$ cat config.mk
export PLATFORM = sky130hd
export DESIGN_NAME = rti_queue
export DESIGN_NICKNAME = d
export VERILOG_FILES = /design/src/hdl/rti_pkg.sv /design/src/hdl/rti_queue.sv
export SDC_FILE = /design/constraint.sdc
export NUM_CORES = 1
export LEC_CHECK = 0
export BUFFER_PORTS_ARGS = -buffer_cell sky130_fd_sc_hd__buf_2
export CELL_PAD_IN_SITES_DETAIL_PLACEMENT = 0
export CELL_PAD_IN_SITES_GLOBAL_PLACEMENT = 1
export CORE_ASPECT_RATIO = 0.8
export CORE_UTILIZATION = 46
export CTS_BUF_LIST = sky130_fd_sc_hd__clkbuf_4 sky130_fd_sc_hd__clkbuf_8 sky130_fd_sc_hd__clkbuf_16
export CTS_CLUSTER_SIZE = 30
export DETAILED_ROUTE_END_ITERATION = 8
export GPL_ROUTABILITY_DRIVEN = 1
export PLACE_DENSITY_LB_ADDON = 0.1
export REMOVE_ABC_BUFFERS = 1
export SYNTH_ARGS = -nofsm -noshare
export SYNTH_HDL_FRONTEND = slang
export SYNTH_SLANG_ARGS = --single-unit
$ cat constraint.sdc
create_clock -name aclk -period 7.15 [get_ports aclk]
set_clock_uncertainty 0.05 [all_clocks]
set_input_delay 0.715 -clock aclk [delete_from_list [all_inputs] [get_ports aclk]]
set_output_delay 0.715 -clock aclk [all_outputs]
set_load 0.05 [all_outputs]
$ cat src/hdl/rti_pkg.sv
// ----------------------------------------------------------------------------
// rti_pkg
// Shared widths, types and register indexes for the ray/triangle intersector.
// ----------------------------------------------------------------------------
package rti_pkg;

    localparam int COORD_W  = 16;   // Q8.8 coordinate
    localparam int EDGE_W   = 17;   // difference of two coordinates
    localparam int H_W      = 35;   // D x e2
    localparam int Q_W      = 36;   // s x e1
    localparam int ACC_W    = 56;   // dot products, signed
    localparam int WIDE_W   = 55;   // folded magnitudes, unsigned
    localparam int T_W      = 31;   // Q15.16 distance, also divider quotient
    localparam int BARY_W   = 17;   // Q1.16 weight
    localparam int EPS_W    = 16;
    localparam int VTX_W    = 48;
    localparam int CFG_IDX_W = 3;
    localparam int DIV_SHIFT = 15;  // numerator bits that feed the divider steps
    localparam int QUEUE_DEPTH = 4;
    localparam int QUEUE_PTR_W = 2;
    localparam int QUEUE_CNT_W = 3;

    // Configuration register indexes
    localparam logic [CFG_IDX_W-1:0] REG_VERTEX_A = 3'd0;
    localparam logic [CFG_IDX_W-1:0] REG_VERTEX_B = 3'd1;
    localparam logic [CFG_IDX_W-1:0] REG_VERTEX_C = 3'd2;
    localparam logic [CFG_IDX_W-1:0] REG_EPSILON  = 3'd3;
    localparam logic [CFG_IDX_W-1:0] REG_CULL     = 3'd4;

    typedef logic signed [COORD_W-1:0] coord_t;
    typedef logic signed [EDGE_W-1:0]  edge_t;
    typedef logic signed [H_W-1:0]     hv_t;
    typedef logic signed [Q_W-1:0]     qv_t;
    typedef logic signed [ACC_W-1:0]   acc_t;

    typedef struct packed {
        logic [VTX_W-1:0] vertex_a;
        logic [VTX_W-1:0] vertex_b;
        logic [VTX_W-1:0] vertex_c;
        logic [EPS_W-1:0] epsilon;
        logic             cull_back;
    } cfg_t;

    // One classified ray waiting for its divides
    typedef struct packed {
        logic              live;   // passed every test that needs no quotient
        logic [WIDE_W-1:0] det;
        logic [WIDE_W-1:0] un;
        logic [WIDE_W-1:0] vn;
        logic [WIDE_W-1:0] tn;
        logic [T_W-1:0]    t_max;
    } entry_t;

    typedef struct packed {
        logic full;
        logic empty;
    } queue_status_t;

endpackage

$ cat src/hdl/rti_queue.sv
// ----------------------------------------------------------------------------
// rti_queue
// Short FIFO of classified requests between the front and the divide stages.
// ----------------------------------------------------------------------------
module rti_queue (
    input  logic                   aclk,
    input  logic                   aresetn,
    input  logic                   push,
    input  rti_pkg::entry_t        push_entry,
    input  logic                   pop,
    output rti_pkg::entry_t        head,
    output rti_pkg::queue_status_t qstat
);
    import rti_pkg::*;

    entry_t                 mem [0:QUEUE_DEPTH-1];
    logic [QUEUE_PTR_W-1:0] wr_ptr_reg, rd_ptr_reg;
    logic [QUEUE_CNT_W-1:0] count_reg;
    logic                   do_push, do_pop;

    assign qstat.full  = count_reg == QUEUE_CNT_W'(QUEUE_DEPTH);
    assign qstat.empty = count_reg == '0;
    assign do_push     = push & ~qstat.full;
    assign do_pop      = pop & ~qstat.empty;
    assign head        = mem[rd_ptr_reg];

    always_ff @(posedge aclk) begin
        if (do_push) begin
            mem[wr_ptr_reg] <= push_entry;
        end
    end

    // Pointers and fill level
    always_ff @(posedge aclk) begin
        if (!aresetn) begin
            wr_ptr_reg <= '0;
            rd_ptr_reg <= '0;
            count_reg  <= '0;
        end else begin
            if (do_push) wr_ptr_reg <= wr_ptr_reg + 1'b1;
            if (do_pop)  rd_ptr_reg <= rd_ptr_reg + 1'b1;
            unique case ({do_push, do_pop})
                2'b10:   count_reg <= count_reg + 1'b1;
                2'b01:   count_reg <= count_reg - 1'b1;
                default: count_reg <= count_reg;
            endcase
        end
    end

endmodule

### Word level (Yosys, flattened, before mapping)

Memories as Yosys holds them, arrays and structs flattened. A register that Yosys moved wholly into a read port is not among the register bits.
Cells that the tools add are included.

* bits in registers: 7
* bits in writable memories: 1008
* input port bits: 256
* memories kept: 1

Memory list
* mem: depth 4, bits a word 252, read ports 1, clocked after Yosys merged registers in 1, write ports 1, line rti_queue.sv:16 `entry_t mem [0:QUEUE_DEPTH-1];`

* add/subtract/negate cells: 4
* eq/ne operators: 3
* mux-type cells: 5
* bitwise operators: 4
* reductions and logical operators: 2

Operator list (count)
* $pmux 3 s2: 1
* $add 2x1->2 const B: 2
* $mux 2: 2
* $add 3x1->3 const B: 1
* $eq 3x3->1 const B: 1
* $logic_not 3->1: 1
* $sub 3x1->3 const B: 1
* $and 1x1->1: 2
* $eq 2x1->1 const B: 1
* $eq 2x2->1 const B: 1
* $mux 1: 2
* $not 1->1: 2
* $reduce_bool 2->1: 1

### Logic depth before layout (Yosys ltp)

Gate-level depths: netlist of the first run.

* depth in word-level cells: 5
* depth in mapped cells: 10

### Least setup slack after synthesis of the first run

Ideal clock, no wire load.

* kind: in2reg
* start: in push
* end: mem mem[2][0] (netlist bit), enable pin
* arrival time: 6.823 ns
* data required time: 6.455 ns
* setup slack: -0.367 ns
* cell stages on the path: 3
* buffers on the path: 1
* cell sequence: nor2b_1 > clkbuf_1 > and2_1

* longest elaborated chain between the ends: 3

Ends and longest elaborated chain
* from (decl): line rti_queue.sv:8 `input logic push,`
* $and 1x1->1: line rti_queue.sv:23 `assign do_push = push & ~qstat.full;`
* $mux 1: line rti_queue.sv:28 `if (do_push) begin`
* $mux 1 (implied by the code): line rti_queue.sv:29 `mem[wr_ptr_reg] <= push_entry;`
* to (decl): line rti_queue.sv:16

No other way between the ends.

==> results.sh, run 1 <==
export IMPL_root_buffer="clkbuf_16"
export IMPL_tightest_slew_ns=1.12
export IMPL_stdcell_count=3053
export IMPL_start_util_pct=46.6
export IMPL_hold_viol=0
export IMPL_seqPwrFrac_pct=42.6
export IMPL_grt_pass1_wl_microns=108000
export IMPL_via_per_inst=5.34
export IMPL_grt_pass1_vias=16700
export IMPL_syn2layout_area_growth_pct=18.5
export IMPL_cts_max_path_buffers=3
export IMPL_grt_max_degree=143
export IMPL_required_ns=6.38
export IMPL_p_int_mw=11.5
export IMPL_clk_pin_slew_ns=0.06
export IMPL_cts_setup_buffers=0
export IMPL_drt_pass1_iterations=4
export IMPL_post_route_period_util_pct=57.7
export IMPL_crit_path_max_fanout=89
export IMPL_p_leak_nw=14.4
export IMPL_port_buffers=509
export IMPL_drtAntennaViolNets=0
export IMPL_power_frac_comb_pct=28.8
export IMPL_critPathKind="reg2out"
export IMPL_clock_power_share_pct=28.6
export IMPL_drc_errors=0
export IMPL_synthCells=1370
export IMPL_post_dp_hpwl_microns=43400
export IMPL_die_w_microns=318
export IMPL_synth_area_per_cell_sq_um=26.9
export IMPL_fmax_mhz=242
export IMPL_ioPinCount=510
export IMPL_fin_nets=2200
export IMPL_nFillCells=6005
export IMPL_ys_top_cells_by_area="edfxtp_1 82%, mux4_2 15%, buf_6 0.64%"
export IMPL_ctsHoldBuffers=0
export IMPL_peakVddDrop_mv=0.269
export IMPL_ff_latch_area_sq_mm=0.0305
export IMPL_synth_top_cell_area_share_pct=82.2
export IMPL_multiInputGateArea_sq_mm=0.00596
export IMPL_cp_end_kind="output port"
export IMPL_dp_cells=2870
export IMPL_slew_limit_headroom_pct=25.4
export IMPL_p_sw_mw=5.83
export IMPL_fin_util_pct=55.3
export IMPL_cts_tree="done"
export IMPL_fp_coreArea_sq_mm=0.0790
export IMPL_layout_drive_gt1_share_pct=46.7
export IMPL_worst_slack_ns=3.02
export IMPL_ys_warn_count=0
export IMPL_cts_buffers=100
export IMPL_cp_data_arrival_time_ns=3.36
export IMPL_ys_types=22
export IMPL_cp_start_kind="register"
export IMPL_power_mw=17.3
export IMPL_rows=92
export IMPL_synth_seq_area_share_pct=82.7
export IMPL_yosysMostFrequentCell="edfxtp_1"
export IMPL_status="finished clean"
export IMPL_final_area_sq_mm=0.0436
export IMPL_cts_htree_levels=3
export IMPL_min_period_ns=4.13
export IMPL_dieArea_sq_mm=0.0812
export IMPL_rsz0062_at_grt="no"
export IMPL_drtIter0Drc=1065
export IMPL_synth_edf_count=1008
export IMPL_netlist_area_sq_mm=0.0368
export IMPL_clk_latency_ns=0.65
export IMPL_ctsResizeCount=0
export IMPL_post_place_ws_ns=3.54
export IMPL_gp_congestion=0.726
export IMPL_synth_top_cell_by_area="edfxtp_1"
export IMPL_slew_viol_final=0
export IMPL_die_height_microns=255
export IMPL_yosys_top_cells_count="1008 x edfxtp_1, 252 x mux4_2, 28 x buf_2, 21 x buf_6, 9 x dfxtp_1"
export IMPL_largest_reg_flops=1008
export IMPL_grt_ovfl_total=0
export IMPL_ys_flop_type="edfxtp_1"
export IMPL_powerDensity_mw_per_mm2=397
export IMPL_place_area_sq_mm=0.0405
export IMPL_synth_seq_cells=1017
export IMPL_sw_frac_of_total_pct=33.7
export IMPL_setup_viol=0
export IMPL_grt_usage_pct=18.2
export IMPL_wire_per_inst_microns=24.4
export IMPL_num_vias=16300
export IMPL_totalWireLength_microns=74600
export IMPL_synth_async_sr_flop_share_pct=0
export IMPL_antenna_found_initial=22
export IMPL_maxCapViolations=0
export IMPL_numClockSinks=1017
export IMPL_worst_hold_path_type="in2reg"
## metrics by stage
| stage | setup TNS, ns | hold WS [ns] |
|---|---|---|
| 3_3_place_gp | 0 | 0.431 |
| 5_1_grt | 0 | 0.187 |
| 2_1_floorplan | -1659.44 | 0.411 |
| 6_report | 0 | 0.221 |
| 4_1_cts | 0 | 0.169 |
| 3_5_place_dp | 0 | 0.434 |
## final timing paths
path / start / to / slack [ns] / cells after the start
max: register / head[151] / 3.02 / 3
min: push_entry[227] / mem[3][227] / 0.22 / 1
max reg2reg: count_reg[0] / mem[2][77] / 4.01 / 4
min reg2reg: rd_ptr_reg[0] / register / 0.44 / 2
## area by class of cell
cell class,instances,area share [%]
flip-flops and latches,1017,69.8
multi-input cells,289,13.7
repair buffers,524,6.35
clock buffers,125,6.20
well taps,1034,2.96
clock inverters,54,0.952
inverters,6,0.0516
diodes,4,0.0229
## power by group through the flow
stage               clock, mW  combinational, mW  sequential, mW
floorplan                   0               3.71            7.82
global placement            0               5.10            7.49
detailed placement          0               5.10            7.52
CTS                      5.10               5.11            7.39
global route             5.29               5.24            7.44
finish                   4.96               4.99            7.38
## critical path, cell delays in order (launching register included)
cell and delay [ns]:
dfxtp_4 1.07, buf_12 0.57, mux4_2 0.65, buf_2 0.24
## per-layer routing
layer,global-route usage [%],up-vias,wire [microns]
li1,-,7120,-
met1,23.1,8584,29300
met2,30.8,426,38700
met3,5.57,142,4880
met4,4.97,26,1590
met5,0,-,161
## placed cells by master, fill, tap and decap left out, types with 2 or more instances in the layout
cell type | Yosys | routed
nor2b_1 | 2 | 2
or3_1 | 2 | 2
clkbuf_16 | 0 | 101
and2_1 | 6 | 2
clkinv_1 | 0 | 21
and2_4 | 0 | 4
mux2i_1 | 2 | 2
inv_6 | 0 | 3
clkbuf_4 | 0 | 24
ha_1 | 5 | 5
diode_2 | 0 | 4
o21ai_0 | 5 | 5
dfxtp_4 | 0 | 2
a21boi_0 | 2 | 2
edfxtp_1 | 1008 | 1008
mux4_2 | 252 | 252
bufinv_16 | 0 | 5
nand2_1 | 7 | 7
clkinv_2 | 0 | 20
buf_2 | 28 | 509
dfxtp_1 | 9 | 7
clkinv_8 | 0 | 2
buf_4 | 0 | 6
buf_12 | 0 | 9
inv_1 | 6 | 6
## logic make-up (layout without fill, tap and decap cells)
family	after synthesis	after routing	share of synthesized area, %
DFF	1017	1017	82.7
muxes	254	254	15.5
buffers and inverters	64	709	1.18
and+or+nand+nor	20	20	0.306
AOI/OAI and AO/OA	7	7	0.109
adders and majority gates	6	6	0.224
xor gates and xnor gates	2	2	0.0476
other	0	4	0
No activity file was read; power rests on OpenSTA's default activity.
==> inputs of run 2 (changes only) <==
- clock period: 7.15 -> 3.53 ns (I/O delays scaled with it)
==> results.sh, run 2 (synthesis gave the netlist of run 1 again) <==
export IMPL_whs_path_depth=3
export IMPL_tns_ns=0
export IMPL_maxCapViolations=0
export IMPL_powerDensity_mw_per_mm2=765
export IMPL_num_vias=17400
export IMPL_final_common_cell="edfxtp_1"
export IMPL_clk_pin_slew_ns=0.06
export IMPL_die_w_microns=318
export IMPL_r2r_end="mem[1][31]"
export IMPL_worst_hold_path_type="in2reg"
export IMPL_setup_viol=0
export IMPL_syn2layout_area_growth_pct=26.8
export IMPL_final_cell_mix="1008 x edfxtp_1, 509 x buf_2, 254 x dlygate4sd3_1, 252 x mux4_2, 100 x clkbuf_16"
export IMPL_post_route_period_util_pct=87.2
export IMPL_stdcell_count=3350
export IMPL_cp_cell_sequence="buf_12 -> buf_12 -> mux4_2 -> buf_2"
export IMPL_layout_drive_gt1_share_pct=42.5
export IMPL_cts_max_path_buffers=3
export IMPL_rows=92
export IMPL_clk_latency_ns=0.65
export IMPL_via_per_inst=5.20
export IMPL_min_period_ns=3.08
export IMPL_dieArea_sq_mm=0.0812
export IMPL_cpPeakStageDelay_ns=0.64
export IMPL_peakVddDrop_mv=0.490
export IMPL_required_ns=3.13
export IMPL_hp_start="push"
export IMPL_worst_slack_ns=0.453
export IMPL_start_util_pct=46.6
export IMPL_hold_viol=0
export IMPL_r2r_slack_ns=0.95
export IMPL_cp_end_kind="output port"
export IMPL_fp_coreArea_sq_mm=0.0790
export IMPL_ctsResizeCount=0
export IMPL_port_buffers=509
export IMPL_critPathSlowestCell="dfxtp_4"
export IMPL_wire_per_inst_microns=23.0
export IMPL_post_dp_hpwl_microns=47200
export IMPL_worstRegToRegCells=4
export IMPL_drtIter0Drc=937
export IMPL_fin_nets=2493
export IMPL_r2r_start="count_reg[2]"
export IMPL_slew_viol_final=0
export IMPL_totalWireLength_microns=76900
export IMPL_dp_cells=2910
export IMPL_critPathKind="reg2out"
export IMPL_numClockSinks=1017
export IMPL_tightest_slew_ns=0.652
export IMPL_place_area_sq_mm=0.0410
export IMPL_fmax_mhz=325
export IMPL_gp_congestion=0.743
export IMPL_grt_usage_pct=19.0
export IMPL_rsz0062_at_grt="no"
export IMPL_status="finished clean"
export IMPL_grt_pass1_vias=18600
export IMPL_p_leak_nw=15.8
export IMPL_drt_pass1_iterations=7
export IMPL_cts_buffers=99
export IMPL_cts_tree="done"
export IMPL_crit_path_max_fanout=22
export IMPL_drc_errors=0
export IMPL_root_buffer="clkbuf_16"
export IMPL_antenna_found_initial=8
export IMPL_cp_start_kind="register"
export IMPL_grt_pass1_wl_microns=115000
export IMPL_die_height_microns=255
export IMPL_grt_max_degree=76
export IMPL_largest_reg_flops=1008
export IMPL_grt_ovfl_total=0
export IMPL_drtAntennaViolNets=0
export IMPL_cts_htree_levels=3
export IMPL_cp_data_arrival_time_ns=2.67
export IMPL_post_place_ws_ns=0.955
export IMPL_whs_endpoint="wr_ptr_reg[1]"
export IMPL_final_area_sq_mm=0.0467
export IMPL_nFillCells=5747
export IMPL_ioPinCount=510
export IMPL_slew_limit_headroom_pct=56.4
export IMPL_path_common_cell="buf_12"
==> run 2: cell count changes in the layout (fill, tap and decap cells not counted), moves of 2 or more <==
cell / change
dlygate4sd3_1: +254
buf_4: +24
buf_12: +16
clkbuf_4: +3
clkinv_2: -3
clkinvlp_4: +3
clkinv_1: +2
==> run 2: worst max path at each step <==
stage / depth (start not counted) / startpoint / slack (ns) / endpoint
final: 4 / register / 0.45 / head[199]
after global routing: 3 / register / 0.27 / head[127]
after detailed placement: 4 / count_reg[0] / 0.95 / mem[1][7]
after global placement: 4 / push / 1.02 / mem[1][7]
after CTS: 3 / register / 0.32 / head[127]
after floorplan: 1 / register / -8.37 / head[0]
==> run 2: per-layer routing <==
metal  part of all wire [%]  routed length (microns)  vias up  GRT usage (%)
met3                    4.9                     3770      116           4.01
met5                  0.068                       52        -              0
met2                     51                    39400      405           31.6
met1                     41                    31900     9203           25.5
li1                       -                        -     7699              -
met4                    2.4                     1850       10           5.74
==> run 2: stage by stage <==
stage                     power, mW  utilization (%)  hold WS (ns)
after CTS                      36.3             59.2         0.133
after global placement         25.8             51.9         0.426
final                          35.8             59.2         0.198
after floorplan                21.1                -         0.402
after global routing           37.1             59.2         0.192
after detailed placement       25.9             51.9         0.439
==> run 2: cell type report <==
cell class              instances  area, sq um  area share [%]
repair buffers                818         5820            12.4
well taps                    1034         1290            2.77
clock inverters                56          457           0.978
inverters                       6         22.5          0.0482
diodes                          3         7.51          0.0161
clock buffers                 127         2710            5.79
multi-input cells             289         5960            12.8
flip-flops and latches       1017        30500            65.2
==> run 2: what timing repair did <==
| item | CTS | global route |
|---|---|---|
| hold endpoints to repair | 1017 | 0 |
| hold buffers | 254 | 0 |
| buffers inserted | 0 | 0 |
==> run 2: worst max-delay path: cells and delay by family (launching register included) <==
family / cells / cell delay [ns]
DFF: 1 / 0.64
muxes: 1 / 0.59
buffers and inverters: 3 / 0.77
==> run 2: report_power, final <==
group	switching, mW	total [mW]	internal, mW	leakage (nW)
registers	0.297	14.8	14.5	9.33
clock network	4.29	10.1	5.86	1.58
logic	7.41	10.8	3.38	4.87
